## config.mk

```make
export PLATFORM = sky130hd
export DESIGN_NAME = lutm_norm
export DESIGN_NICKNAME = d
export VERILOG_FILES = /design/src/sv/lutm_pkg.sv /design/src/sv/lutm_norm.sv
export SDC_FILE = /design/constraint.sdc
export NUM_CORES = 2
export LEC_CHECK = 0
export BUFFER_PORTS_ARGS = -buffer_cell sky130_fd_sc_hd__buf_2
export CAP_MARGIN = 20
export CORE_UTILIZATION = 30
export CTS_CLUSTER_SIZE = 40
export DETAILED_ROUTE_END_ITERATION = 12
export GPL_TIMING_DRIVEN = 0
export PLACE_DENSITY = 0.47
export REMOVE_ABC_BUFFERS = 1
export SYNTH_ARGS = -nofsm -noshare
export SYNTH_HDL_FRONTEND = slang
export SYNTH_SLANG_ARGS = --single-unit
export TNS_END_PERCENT = 1
```

## constraint.sdc

```tcl
create_clock -name clk -period 5.8 [get_ports clk]
set_clock_uncertainty 0.05 [all_clocks]
set_input_delay 0.87 -clock clk [delete_from_list [all_inputs] [get_ports clk]]
set_output_delay 0.87 -clock clk [all_outputs]
set_load 0.02 [all_outputs]
```

## src/sv/lutm_pkg.sv

```systemverilog
// Shared constants and inter-stage types of the 3D color table mapper.
package lutm_pkg;

	localparam int LUT_DIM   = 33;
	localparam int LUT_DEPTH = LUT_DIM * LUT_DIM * LUT_DIM;
	localparam int ADDR_W    = $clog2(LUT_DEPTH);
	localparam int N_W       = $clog2(LUT_DIM + 1);
	localparam int NN_W      = $clog2(LUT_DIM * LUT_DIM + 1);
	localparam int IDX_W     = $clog2(LUT_DIM);
	localparam int POS_W     = 8 + N_W;
	localparam int SIZE_W    = 6;
	localparam int CORNERS   = 8;

	localparam logic OP_WRITE = 1'b0;
	localparam logic OP_PIXEL = 1'b1;

	// Rounding and normalization by 255^3 through three exact divides by 255.
	localparam logic [31:0] DEN      = 32'(255 * 255 * 255);
	localparam logic [31:0] HALF     = 32'((255 * 255 * 255 - 1) / 2);
	localparam logic [31:0] RECIP    = 32'h8080_8081;
	localparam int          RECIP_SH = 39;

	typedef logic [23:0]       entry_t;
	typedef logic [ADDR_W-1:0] addr_t;

	typedef struct packed {
		logic            op;
		logic [15:0]     entry_index;
		entry_t          entry;
		logic [2:0][7:0] pixel;
		logic            last;
	} item_t;

	typedef struct packed {
		logic                      valid;
		logic                      op;
		logic                      wr_en;
		addr_t                     wr_addr;
		entry_t                    wr_data;
		logic [CORNERS-1:0][ADDR_W-1:0] rd_addr;
		logic [2:0][7:0]           fr;
		logic                      last;
	} idx2mem_t;

	typedef struct packed {
		logic                      valid;
		logic [CORNERS-1:0][23:0]  corner;
		logic [2:0][7:0]           fr;
		logic                      last;
	} mem2blend_t;

	typedef struct packed {
		logic             valid;
		logic [2:0][31:0] acc;
		logic             last;
	} blend2norm_t;

endpackage

```

## src/sv/lutm_norm.sv

```systemverilog
// Division by 255^3 in three reciprocal steps and saturation, stages nine to eleven.
module lutm_norm (
	input  logic                  clk,
	input  logic                  arst_n,
	input  logic                  adv,
	input  lutm_pkg::blend2norm_t from_blend,
	output logic                  valid,
	output logic [2:0][7:0]       mapped,
	output logic                  last
);
	import lutm_pkg::*;

	logic             v_s9, v_s10, v_s11;
	logic             last_s9, last_s10, last_s11;
	logic [2:0][23:0] q1_s9;
	logic [2:0][15:0] q2_s10;
	logic [2:0][7:0]  map_s11;

	always_ff @(posedge clk or negedge arst_n) begin
		if (!arst_n) begin
			v_s9  <= 1'b0;
			v_s10 <= 1'b0;
			v_s11 <= 1'b0;
		end else if (adv) begin
			v_s9  <= from_blend.valid;
			v_s10 <= v_s9;
			v_s11 <= v_s10;
		end
	end

	always_ff @(posedge clk) begin
		logic [63:0] prod;
		logic [8:0]  q3;
		if (adv) begin
			for (int ch = 0; ch < 3; ch++) begin
				prod = 64'(from_blend.acc[ch]) * 64'(RECIP);
				q1_s9[ch] <= 24'(prod >> RECIP_SH);
			end
			last_s9 <= from_blend.last;
			for (int ch = 0; ch < 3; ch++) begin
				prod = 64'(q1_s9[ch]) * 64'(RECIP);
				q2_s10[ch] <= 16'(prod >> RECIP_SH);
			end
			last_s10 <= last_s9;
			for (int ch = 0; ch < 3; ch++) begin
				prod = 64'(q2_s10[ch]) * 64'(RECIP);
				q3 = 9'(prod >> RECIP_SH);
				map_s11[ch] <= (q3 > 9'd255) ? 8'd255 : 8'(q3);
			end
			last_s11 <= last_s10;
		end
	end

	assign valid  = v_s11;
	assign mapped = map_s11;
	assign last   = last_s11;

endmodule

```

# Word-level counts from Yosys, hierarchy flattened
# Index checks and enable logic that the tools add are counted.
[totals]
wordCells = 27
ff_bits = 150
out_inout_bits = 26
[op_classes]
order_cmp = 3
n_mul = 9
[ops]
columns = ["op", "count"]
rows = [
  ["multiplier 32 x 32 -> 63 bit (second input constant)", 3],
  ["multiplier 24 x 32 -> 55 bit (second input constant)", 3],
  ["multiplier 16 x 32 -> 48 bit (second input constant)", 3],
  ["> comparator 9 x 8 -> 1 bit (second input constant)", 3],
]

# Longest topological paths before layout
[depth]
depth_word = 2
mapped_depth = 19
ltp_nobuf = 19

# Least setup slack after synthesis
# Ideal clock, no wire load.
[synth_path]
kind = "input -> register"
startpoint = "input port from_blend[67] in the netlist's numbering"
endpoint = "register q1_s9[67] in the netlist's numbering, data pin"
setup_slack_ps = 144
required_ps = 5492
n_path_buf = 0
stages = 17
arrival_time_ps = 5349
cell_sequence = "ha_1 > ha_1 > fa_1 > fa_1 > fa_1 > ha_1 > ha_1 > nand4_1 > nor3_1 > a22oi_1 > a221o_1 > o221a_2 > o21ai_4 > a41oi_1 > o21bai_1 > a21oi_1 > xnor2_1"
[synth_via]
elab_chain_cells = 1
[synth_rtl]
columns = ["item", "line_no", "text"]
rows = [
  ["from (decl)", "lutm_norm.sv:6", "input lutm_pkg::blend2norm_t from_blend,"],
  ["multiplier 32 x 32 -> 63 bit", "lutm_norm.sv:36", "prod = 64'(from_blend.acc[ch]) * 64'(RECIP);"],
  ["to (signal, indexed assignment)", "lutm_norm.sv:37", "q1_s9[ch] <= 24'(prod >> RECIP_SH);"],
  ["to (decl)", "lutm_norm.sv:15", "logic [2:0][23:0] q1_s9;"],
]
# Every way passes these cells.
# A chain may end at the register's enable or synchronous reset.

# Final worst setup path
[layout_path]
startpoint = "input port from_blend[43] in the netlist's numbering"
endpoint = "register q1_s9[47] in the netlist's numbering, data pin"
# The elaborated chain is that of the path after synthesis.

==> reports/results.tsv <==
stage	metric	value	unit
cts	cts_buffer_depth	2	
power	p_leak	22.1	nW
timing	rsz0062_at_grt	true	
cells_and_area	finalNonFillerCells	5334	
logic_synthesis	synth_seq_cells	150	
status	status	finished, final reports clean	
cts	htreeDepth	4	
grt	grt_pass1_vias	26100	
cells_and_area	drive_gt1_frac	0.0552	
logic_synthesis	syn-cell-area	36100	um^2
cts	cts_hold_buf	0	
setup_path	path_max_fanout	5	
timing	timing.final.max_slew_violations	0	
cts	clock_latency	490	ps
timing	tns	0	ps
cells_and_area	mostFrequentLayoutCells	ha_1 (1448), inv_1 (628), fa_1 (203)	
flow_run	max_cap_viol_count	0	
setup_path	cp-start-kind	input port	
floorplan	fp.dieH	349	um
setup_path	crit_required	6030	ps
setup_path	crit_path_top_delay_cell	fa_1	
drt	drt_wl_total	80000	um
timing	min_period	5670	ps
cts	clock_tree.root_cell	clkbuf_16	
cells_and_area	fillers	12300	
drt	first_pass_iters	5	
drt	drc	0	
placement	placed_area	38800	um^2
grt	grt_first_pass_wirelength	132000	um
timing	hold_viol_final	0	
grt	grt_use_total	0.136	
floorplan	initial_utilization	0.304	
floorplan	die_w	349	um
setup_path	crit_chain	buf_2, ha_1, ha_1, fa_1, fa_1, fa_1, ha_1, ha_1, and3_1, and2_1, a32oi_1, o21a_1, nand2_1, o21a_1, a22o_2, a31oi_2, nor3_1, xnor2_1	
cells_and_area	design_area	39500	um^2
timing	max_freq	176	MHz
placement	port_buffers	126	
drt	viasPerCell	4.75	
floorplan	ios	127	
logic_synthesis	synth.distinct_cells	78	
timing	setup_viol	0	
grt	antenna_found_initial	0	
setup_path	arrival	5900	ps
logic_synthesis	synth_edf_count	147	
floorplan	die_area	122000	um^2
cts	clk_pin_slew	70	ps
logic_synthesis	async_flop_share	0.0200	
timing	worst_pin_slew	816	ps
drt	ant_nets	0	
grt	overflow	0	
floorplan	core-area	119000	um^2
timing	max-slew-margin-rel	0.442	
timing	period_share	0.978	
power	power.density	511	nW/um^2
cts	clkSinkCount	150	
cells_and_area	syn2layout_area_growth	9.30	%
logic_synthesis	ys_warn_count	0	
setup_path	critPathMaxStageDelay	530	ps
placement	hpwl	71700	um
cts	cts_tree	yes	
drt	drt_iter0_drc	788	
logic_synthesis	syn_avg_cell_area	10.1	um^2
drt	vias	25300	
drt	wl_per_cell	15.0	um
cells_and_area	multiInputGateArea	29400	um^2
cells_and_area	regArea	4490	um^2
setup_path	end_kind	register	
placement	gp_congestion	0.828	
logic_synthesis	synth_ff_type	edfxtp_1	
setup_path	crit_type	input port to register	
cts	cts_made_buffers	17	
floorplan	rows	126	
logic_synthesis	syn_inst	3575	
cells_and_area	final_common_cell	ha_1	
cells_and_area	antenna_cells	0	
min_path	hold_class	input port to async pin	
power	peakVddDrop	0.288	mV
grt	grt_start_max_net_pins	91	
cells_and_area	finalNetCount	5475	
placement	place_inst	5301	
setup_path	crit_top_cell	ha_1	
logic_synthesis	ys_seq_area_frac	0.124	
[metrics by stage]
step | utilization | hold slack [ps] | setup WS (ps) | power [mW]
global placement | 0.326 | 355 | -556 | 19.2
finish | 0.333 | 107 | 130 | 20.2
floorplan | - | 350 | 144 | 14.8
CTS | 0.332 | 55.7 | 63.0 | 20.6
detailed placement | 0.327 | 361 | -575 | 19.2
global route | 0.333 | 70.9 | -29.5 | 23.4
[cell type report]
type / instances / share of cell area
tap: 1600 / 0.0507
sequential: 150 / 0.114
clock inverter: 15 / 0.00415
timing repair buffer: 128 / 0.0170
multi-input combinational: 2796 / 0.744
inverter: 628 / 0.0597
clock buffer: 17 / 0.0108
[power breakdown]
group / internal (mW) / switching [mW] / total, mW
Sequential: 1.86 / 0.381 / 2.24
Clock: 0.607 / 0.525 / 1.13
Combinational: 7.37 / 9.44 / 16.8
Total: 9.84 / 10.3 / 20.2
[worst paths after layout]
kind | start | endpoint | cells after the start | slack (ps)
hold / removal | arst_n | valid$_DFFE_PN0P_ | 1 | 110
setup reg to reg | q1_s9[40]$_DFFE_PP_ | q2_s10[24]$_DFFE_PP_ | 18 | 520
min in group clk | last_s10$_DFFE_PP_ | last$_DFFE_PP_ | 0 | 370
setup / recovery | from_blend[43] | q1_s9[47]$_DFFE_PP_ | 18 | 130
max in group asynchronous | arst_n | v_s10$_DFFE_PN0P_ | 1 | 5480
hold reg to reg | last_s10$_DFFE_PP_ | last$_DFFE_PP_ | 0 | 370
[cell usage after synthesis, types with 18 or more instances]
cell type	instances	area (um^2)
a211oi_1	18	135
a21o_1	120	901
a21oi_1	165	826
a31oi_1	21	131
edfxtp_1	147	4410
fa_1	204	4080
ha_1	1449	18100
inv_1	628	2360
nand2_1	120	450
nand2b_1	18	113
nand3_1	43	215
nand4_1	42	263
nor2_1	104	390
nor2b_1	28	175
nor3_1	27	135
o21a_1	30	225
o21ai_0	103	515
xnor2_1	77	674
xor2_1	28	245
[sequential cells by signal, summed over array words and instances, names as in the netlist]
signal / flops
q1_s9: 72
q2_s10: 48
mapped: 24
last: 1
last_s10: 1
last_s9: 1
v_s10: 1
v_s9: 1
valid: 1
[logic make-up (layout without fill, tap and decap cells)]
logic type,after synthesis,after routing,synth area share
buffers and inverters,629,788,0.0654
xor gates and xnor gates,105,105,0.0255
DFF,150,150,0.124
muxes,7,7,0.00222
AOI/OAI and AO/OA,590,590,0.108
adders and majority gates,1653,1653,0.615
and+or+nand+nor,441,441,0.0598
[critical path: cells and delay by family]
family	cells	cell delay [ps]
AO/OA/AOI/OAI	5	1220
XOR/XNOR	1	310
adder cells (fa/ha/maj)	7	2780
buffers and inverters	1	150
AND/OR/NAND/NOR	4	560
[layer usage]
layer,track usage,vias to the layer above,share of wire
met2,0.231,212,0.46
met4,0.0251,0,0.011
met1,0.185,12000,0.51
met5,0,-,0
met3,0.0147,41,0.019
li1,-,13100,-
[timing repair]
item	4_1_cts	5_1_grt
buffers inserted	0	1
resized for setup	1	16
pin swaps	0	7
endpoints found under the setup margin	1	14
Power figures use the tool's default switching activity.
