--- config.mk ---
export PLATFORM = sky130hd
export DESIGN_NAME = lutm_index
export DESIGN_NICKNAME = d
export VERILOG_FILES = /design/src/sv/lutm_pkg.sv /design/src/sv/lutm_index.sv
export SDC_FILE = /design/constraint.sdc
export NUM_CORES = 1
export LEC_CHECK = 0
export ABC_CLOCK_PERIOD_IN_PS = 14910
export BUFFER_PORTS_ARGS = -buffer_cell sky130_fd_sc_hd__buf_2
export CORE_ASPECT_RATIO = 0.9
export CORE_MARGIN = 1.5
export CORE_UTILIZATION = 40
export CTS_BUF_LIST = sky130_fd_sc_hd__clkbuf_4 sky130_fd_sc_hd__clkbuf_8 sky130_fd_sc_hd__clkbuf_16
export DETAILED_ROUTE_END_ITERATION = 16
export HOLD_SLACK_MARGIN = 0.1
export PLACE_DENSITY = 0.55
export SLEW_MARGIN = 25
export SYNTH_ARGS = -nofsm -noshare
export SYNTH_HDL_FRONTEND = slang
export SYNTH_SLANG_ARGS = --single-unit
--- constraint.sdc ---
create_clock -name clk -period 14.91 [get_ports clk]
set_input_delay 2.2365 -clock clk [delete_from_list [all_inputs] [get_ports clk]]
set_output_delay 2.2365 -clock clk [all_outputs]
set_load 0.01 [all_outputs]
--- src/sv/lutm_pkg.sv ---
// Shared constants and inter-stage types of the 3D color table mapper.
package lutm_pkg;

	localparam int LUT_DIM   = 33;
	localparam int LUT_DEPTH = LUT_DIM * LUT_DIM * LUT_DIM;
	localparam int ADDR_W    = $clog2(LUT_DEPTH);
	localparam int N_W       = $clog2(LUT_DIM + 1);
	localparam int NN_W      = $clog2(LUT_DIM * LUT_DIM + 1);
	localparam int IDX_W     = $clog2(LUT_DIM);
	localparam int POS_W     = 8 + N_W;
	localparam int SIZE_W    = 6;
	localparam int CORNERS   = 8;

	localparam logic OP_WRITE = 1'b0;
	localparam logic OP_PIXEL = 1'b1;

	// Rounding and normalization by 255^3 through three exact divides by 255.
	localparam logic [31:0] DEN      = 32'(255 * 255 * 255);
	localparam logic [31:0] HALF     = 32'((255 * 255 * 255 - 1) / 2);
	localparam logic [31:0] RECIP    = 32'h8080_8081;
	localparam int          RECIP_SH = 39;

	typedef logic [23:0]       entry_t;
	typedef logic [ADDR_W-1:0] addr_t;

	typedef struct packed {
		logic            op;
		logic [15:0]     entry_index;
		entry_t          entry;
		logic [2:0][7:0] pixel;
		logic            last;
	} item_t;

	typedef struct packed {
		logic                      valid;
		logic                      op;
		logic                      wr_en;
		addr_t                     wr_addr;
		entry_t                    wr_data;
		logic [CORNERS-1:0][ADDR_W-1:0] rd_addr;
		logic [2:0][7:0]           fr;
		logic                      last;
	} idx2mem_t;

	typedef struct packed {
		logic                      valid;
		logic [CORNERS-1:0][23:0]  corner;
		logic [2:0][7:0]           fr;
		logic                      last;
	} mem2blend_t;

	typedef struct packed {
		logic             valid;
		logic [2:0][31:0] acc;
		logic             last;
	} blend2norm_t;

endpackage

--- src/sv/lutm_index.sv ---
// Position split and corner address generation, stages one to three.
module lutm_index (
	input  logic                       clk,
	input  logic                       arst_n,
	input  logic                       adv,
	input  logic                       item_valid,
	input  lutm_pkg::item_t            item,
	input  logic [lutm_pkg::N_W-1:0]   n,
	input  logic [lutm_pkg::NN_W-1:0]  nn,
	output lutm_pkg::idx2mem_t         to_mem
);
	import lutm_pkg::*;

	logic [N_W-1:0] max_idx;

	logic                      v_s1, op_s1, last_s1;
	logic [15:0]               eidx_s1;
	entry_t                    edat_s1;
	logic [2:0][POS_W-1:0]     pos_s1;

	logic                      v_s2, op_s2, last_s2;
	logic [15:0]               eidx_s2;
	entry_t                    edat_s2;
	logic [2:0][IDX_W-1:0]     lo_s2, hi_s2;
	logic [2:0][7:0]           fr_s2;

	logic [2:0][IDX_W-1:0]     lo_c, hi_c;
	logic [2:0][7:0]           fr_c;
	logic [CORNERS-1:0][ADDR_W-1:0] addr_c;

	logic                      v_s3;
	idx2mem_t                  out_s3;

	assign max_idx = n - N_W'(1);

	always_ff @(posedge clk or negedge arst_n) begin
		if (!arst_n) begin
			v_s1 <= 1'b0;
			v_s2 <= 1'b0;
			v_s3 <= 1'b0;
		end else if (adv) begin
			v_s1 <= item_valid;
			v_s2 <= v_s1;
			v_s3 <= v_s2;
		end
	end

	// Stage one: channel position times (N-1).
	always_ff @(posedge clk) begin
		if (adv) begin
			op_s1   <= item.op;
			last_s1 <= item.last;
			eidx_s1 <= item.entry_index;
			edat_s1 <= item.entry;
			for (int a = 0; a < 3; a++)
				pos_s1[a] <= POS_W'(item.pixel[a]) * POS_W'(max_idx);
		end
	end

	// Stage two: exact divide by 255 for positions below 2^16.
	always_comb begin
		logic [POS_W:0]   sum;
		logic [POS_W-1:0] lo_full;
		for (int a = 0; a < 3; a++) begin
			sum     = {1'b0, pos_s1[a]} + (POS_W+1)'(pos_s1[a] >> 8) + (POS_W+1)'(1);
			lo_full = POS_W'(sum >> 8);
			lo_c[a] = IDX_W'(lo_full);
			fr_c[a] = 8'(pos_s1[a] - (lo_full << 8) + lo_full);
			hi_c[a] = lo_c[a] + ((N_W'(lo_c[a]) < max_idx) ? IDX_W'(1) : IDX_W'(0));
		end
	end

	always_ff @(posedge clk) begin
		if (adv) begin
			op_s2   <= op_s1;
			last_s2 <= last_s1;
			eidx_s2 <= eidx_s1;
			edat_s2 <= edat_s1;
			lo_s2   <= lo_c;
			hi_s2   <= hi_c;
			fr_s2   <= fr_c;
		end
	end

	// Stage three: flat addresses of the eight corners.
	always_comb begin
		logic [2:0][IDX_W-1:0] ci;
		for (int c = 0; c < CORNERS; c++) begin
			for (int a = 0; a < 3; a++)
				ci[a] = ((c >> a) & 1) != 0 ? hi_s2[a] : lo_s2[a];
			addr_c[c] = ADDR_W'(ci[0]) + ADDR_W'(n) * ADDR_W'(ci[1])
				+ ADDR_W'(nn) * ADDR_W'(ci[2]);
		end
	end

	always_ff @(posedge clk) begin
		if (adv) begin
			out_s3.op      <= op_s2;
			out_s3.wr_en   <= v_s2 && (op_s2 == OP_WRITE) && (32'(eidx_s2) < LUT_DEPTH);
			out_s3.wr_addr <= ADDR_W'(eidx_s2);
			out_s3.wr_data <= edat_s2;
			out_s3.rd_addr <= addr_c;
			out_s3.fr      <= fr_s2;
			out_s3.last    <= last_s2;
		end
	end

	assign to_mem = '{
		valid:   v_s3,
		op:      out_s3.op,
		wr_en:   out_s3.wr_en,
		wr_addr: out_s3.wr_addr,
		wr_data: out_s3.wr_data,
		rd_addr: out_s3.rd_addr,
		fr:      out_s3.fr,
		last:    out_s3.last
	};

	// The upper red corner is the lower one or the next, and a clamped blue axis has no fraction.
	a_hi_step: assert property (@(posedge clk) disable iff (!arst_n)
		v_s2 |-> (hi_s2[0] == lo_s2[0] || hi_s2[0] == lo_s2[0] + IDX_W'(1)))
		else $error("upper red corner is not next to the lower one");
	a_clamp_frac: assert property (@(posedge clk) disable iff (!arst_n)
		v_s2 && hi_s2[2] == lo_s2[2] |-> fr_s2[2] == 8'd0)
		else $error("clamped blue axis carries a nonzero fraction");

endmodule

## Yosys cells after proc, flatten, opt, wreduce, memory -nomap -nowiden

Index checks and enable logic that the tools add are counted.

| storage, ports and cells | value |
|---|---|
| register bits after elaboration | 384 |
| bits of input ports | 87 |
| logic and storage cells | 84 |

| cells by class | value |
|---|---|
| add/sub/neg operators | 28 |
| multiply operators | 7 |
| magnitude comparators | 4 |
| mux-type cells | 3 |
| bitwise logic cells | 1 |
| reduce and logical (&&, ||, !) cells | 2 |

Operators with widths:

| operator | number |
|---|---|
| adder 13 x 16 -> 16 bit | 4 |
| adder 16 bit | 4 |
| adder 6 x 12 -> 13 bit | 4 |
| adder 14 x 6 -> 15 bit | 3 |
| adder 15 x 1 -> 15 bit (second input constant) | 3 |
| multiplier 8 x 6 -> 14 bit | 3 |
| multiplier 11 x 6 -> 16 bit | 2 |
| adder 8 x 7 -> 8 bit | 3 |
| multiplier 6 x 6 -> 12 bit | 2 |
| subtractor 8 x 1 -> 8 bit (second input constant) | 3 |
| adder 6 x 1 -> 6 bit | 3 |
| less-than comparator 6 bit | 3 |
| less-than comparator 16 bit (second input constant) | 1 |
| subtractor 6 x 1 -> 6 bit (second input constant) | 1 |
| two-way mux 1 bit | 3 |
| logical AND 1 bit | 2 |
| NOT 1 bit | 1 |

## Longest topological paths before layout

| logic depth | value |
|---|---|
| depth in word-level cells | 5 |
| depth in mapped cells | 25 |
| depth with buffers taken out | 23 |

## Least setup slack after synthesis

No wires, ideal clock.

| timing | value |
|---|---|
| path kind | input port to flip-flop |
| start | in n[0] in the netlist's numbering |
| end | reg out_s3 (netlist bit to_mem[71]) (data pin) |
| library setup time | 282 ps |
| data arrival time | 7447 ps |
| setup slack | 7182 ps |
| stages on the path | 21 |
| buffers on the path | 2 |
| path through | clkbuf_1 -> clkbuf_1 -> nand2_1 -> fa_1 -> fa_1 -> fa_1 -> inv_1 -> ha_1 -> xnor2_1 -> ha_1 -> a21oi_1 -> nand2b_1 -> xnor2_1 -> ha_1 -> and2_1 -> or2_2 -> o21a_1 -> o311a_1 -> or2_2 -> o311ai_1 -> xnor2_1 |

RTL lines:

| item | line | source |
|---|---|---|
| from (decl) | lutm_index.sv:8 | `input logic [lutm_pkg::N_W-1:0] n,` |
| to (decl) | lutm_index.sv:32 | `idx2mem_t out_s3;` |

## Final worst setup path

| timing | value |
|---|---|
| start | in n[0] in the netlist's numbering |
| end | reg pos_s1[27] in the netlist's numbering (data pin) |

| on the way | value |
|---|---|
| longest elaborated chain between the ends | 2 |

RTL lines:

| item | line | source |
|---|---|---|
| subtractor 6 x 1 -> 6 bit | lutm_index.sv:34 | `assign max_idx = n - N_W'(1);` |
| multiplier 8 x 6 -> 14 bit | lutm_index.sv:56 | `pos_s1[a] <= POS_W'(item.pixel[a]) * POS_W'(max_idx);` |
| to (signal, indexed assignment) | lutm_index.sv:56 |  |
| to (decl) | lutm_index.sv:19 | `logic [2:0][POS_W-1:0] pos_s1;` |

No other way between the ends.
A chain may end at the register's enable or synchronous reset.

==> results.yml <==
status:
  status: "finished clean"
timing:
  period_share: 0.513
  max-slew-margin-rel: 0.269
  fmax_mhz: 131
  fin_setup_tns_ns: 0
  rsz0062_at_grt: "false"
  finalCriticalPeriod_ns: 7.64
  setup_viol: 0
  final_hold_viol_count: 0
  whs_ns: 0.415
  drv_slew: 0
  skew_ns: 0.0437
  tightest_slew_ns: 1.10
detailed_routing:
  dr.pass1.iters: 5
  drt_iter0_markers: 931
  viasPerCell: 4.99
  vias: 19400
  drc: 0
  wl_per_cell_um: 17.8
  wirelength_um: 69100
  postRouteAntennaNets: 0
place:
  portBuffers: 282
  dp_cells: 3802
  place_congestion: 0.875
  dpl.hpwl_um: 56200
finish:
  fin_util: 0.462
  fin_cells: 3882
  layout-drive-gt1-share: 0.139
  area_growth_syn_to_layout_pct: 13.7
  layout_commonest_cell: "edfxtp_1"
  nets: 3520
  mostFrequentLayoutCells: "edfxtp_1 (381), ha_1 (340), inv_1 (303), buf_2 (281), nand2_1 (267)"
global_routing:
  grt_pass1_wl_um: 109000
  gr-total-overflow: 0
  grt_max_degree: 180
  grt_pass1_vias: 20400
  grt.total_usage: 0.186
  antenna_found_initial: 7
critical_path:
  critPathKind: "in -> reg"
  critical_path_arrival_ns: 7.96
  required_ns: 15.23
  cp-end-kind: "register"
  startpoint_type: "primary input"
  cp_max_fo: 27
die:
  dieArea_um2: 74700
  die_h_um: 259
  die_width_um: 288
  core_area_um2: 71900
  start_util: 0.407
  ios: 283
  fp-row-count: 93
min_path:
  hold_path.class: "reg -> reg"
synthesis:
  yosysWarnings: 0
  synth_top_area_share: 0.391
  syn_inst: 2605
  ys_seq_elements: 384
  syn_nets: 3228
  yosys-top-cells-area: "edfxtp_1 (39%), ha_1 (15%), fa_1 (13%)"
  async_reset_ff_frac: 0.00781
  ys_seq_area_frac: 0.394
  synth-edff-count: 381
  ys.flop_type: "edfxtp_1"
  yosysTopAreaCell: "edfxtp_1"
  synth_cell_types: 71
  syn_area_per_cell_um2: 11.2
  syn_area_um2: 29200
cts:
  clk_latency_ns: 0.60
  cts.sinks: 384
  clk_path_buf_depth: 3
  htree_levels: 2
  holdBufCountCts: 0
  cts_setup_buffers: 0
  path_clk_slew_ns: 0.06
  cts_tree: "yes"
  cts-resized-gates: 0
  clockRootBuffer: "clkbuf_16"
  numCtsBuffers: 43
run:
  cap_viol_max_count: 0
kinds of logic after synthesis:
kind of cell | share of synthesized area
and+or+nand+nor | 0.115
adders and majority gates | 0.281
AOI/OAI and AO/OA | 0.0855
DFF | 0.394
buffers and inverters | 0.0450
xor gates and xnor gates | 0.0783
muxes | 0.00116
cell type report:
cell class / count / area, um2
antenna: 2 / 5.00
inverter: 303 / 1140
sequential: 384 / 11500
multi-input combinational: 1872 / 16400
timing repair buffer: 293 / 1520
fill: 6748 / 38700
tap: 950 / 1190
clock buffer: 52 / 1160
clock inverter: 26 / 299
worst paths after layout:
kind                                           start                   end  slack, ns  cells after the start
worst min-delay path            eidx_s1[7]$_DFFE_PP_  eidx_s2[7]$_DFFE_PP_       0.41                      0
max in group asynchronous                     arst_n      v_s2$_DFFE_PN0P_      13.35                      1
worst max register to register    hi_s2[8]$_DFFE_PP_  to_mem[71]$_DFFE_PP_       8.74                     21
worst min register to register  eidx_s1[7]$_DFFE_PP_  eidx_s2[7]$_DFFE_PP_       0.41                      0
worst max-delay path                            n[0]  pos_s1[27]$_DFFE_PP_       7.27                     24
min in group asynchronous                     arst_n      v_s3$_DFFE_PN0P_       1.44                      1
Yosys cell counts (48+ instances only):
master and number:
nand2_1 267, xnor2_1 170, and2_1 133, a21oi_1 126, ha_1 340, xor2_1 74
a21o_1 48, fa_1 196, nor2b_1 52, o21ai_0 67, edfxtp_1 381, inv_1 303
nor2_1 104
state kept, by name (all words and copies together) (netlist names):
register and count:
eidx_s2 16, v_s1 1, edat_s2 24, v_s3 1, pos_s1 42, op_s1 1, v_s2 1, fr_s2 24
to_mem 195, hi_s2 18, op_s2 1, edat_s1 24, last_s1 1, last_s2 1, eidx_s1 16, lo_s2 18
per-stage QoR:
stage / setup slack [ns] / instance area (um2)
6_report: 7.27 / 33200
5_1_grt: 6.87 / 33200
4_1_cts: 7.27 / 33200
3_5_place_dp: 6.67 / 31800
3_3_place_gp: 6.82 / 31800
2_1_floorplan: 7.18 / 29200
layer usage:
layer  share of wire  track usage
met2            0.48        0.321
met5          0.0010            0
met4           0.023       0.0512
met1            0.45        0.243
met3           0.041       0.0291
worst max-delay path, cell delays in order:
cell and delay, ns:
buf_2 0.08, buf_4 0.32, inv_1 0.37, ha_1 0.35
xor2_1 0.64, buf_4 0.35, nand2_1 0.11, fa_1 0.53
inv_1 0.04, ha_1 0.26, inv_1 0.06, fa_1 0.54
inv_1 0.07, fa_1 0.46, a21o_1 0.20, a21oi_1 0.22
o21bai_1 0.09, a21oi_1 0.24, nor2b_1 0.08, o21a_1 0.18
o21ai_0 0.14, nand2b_1 0.09, a21oi_1 0.20, xnor2_1 0.09
Power is left out: the tool's default activity adds up to more than one toggle a clock period on the data nets, which glitch-free logic cannot reach.
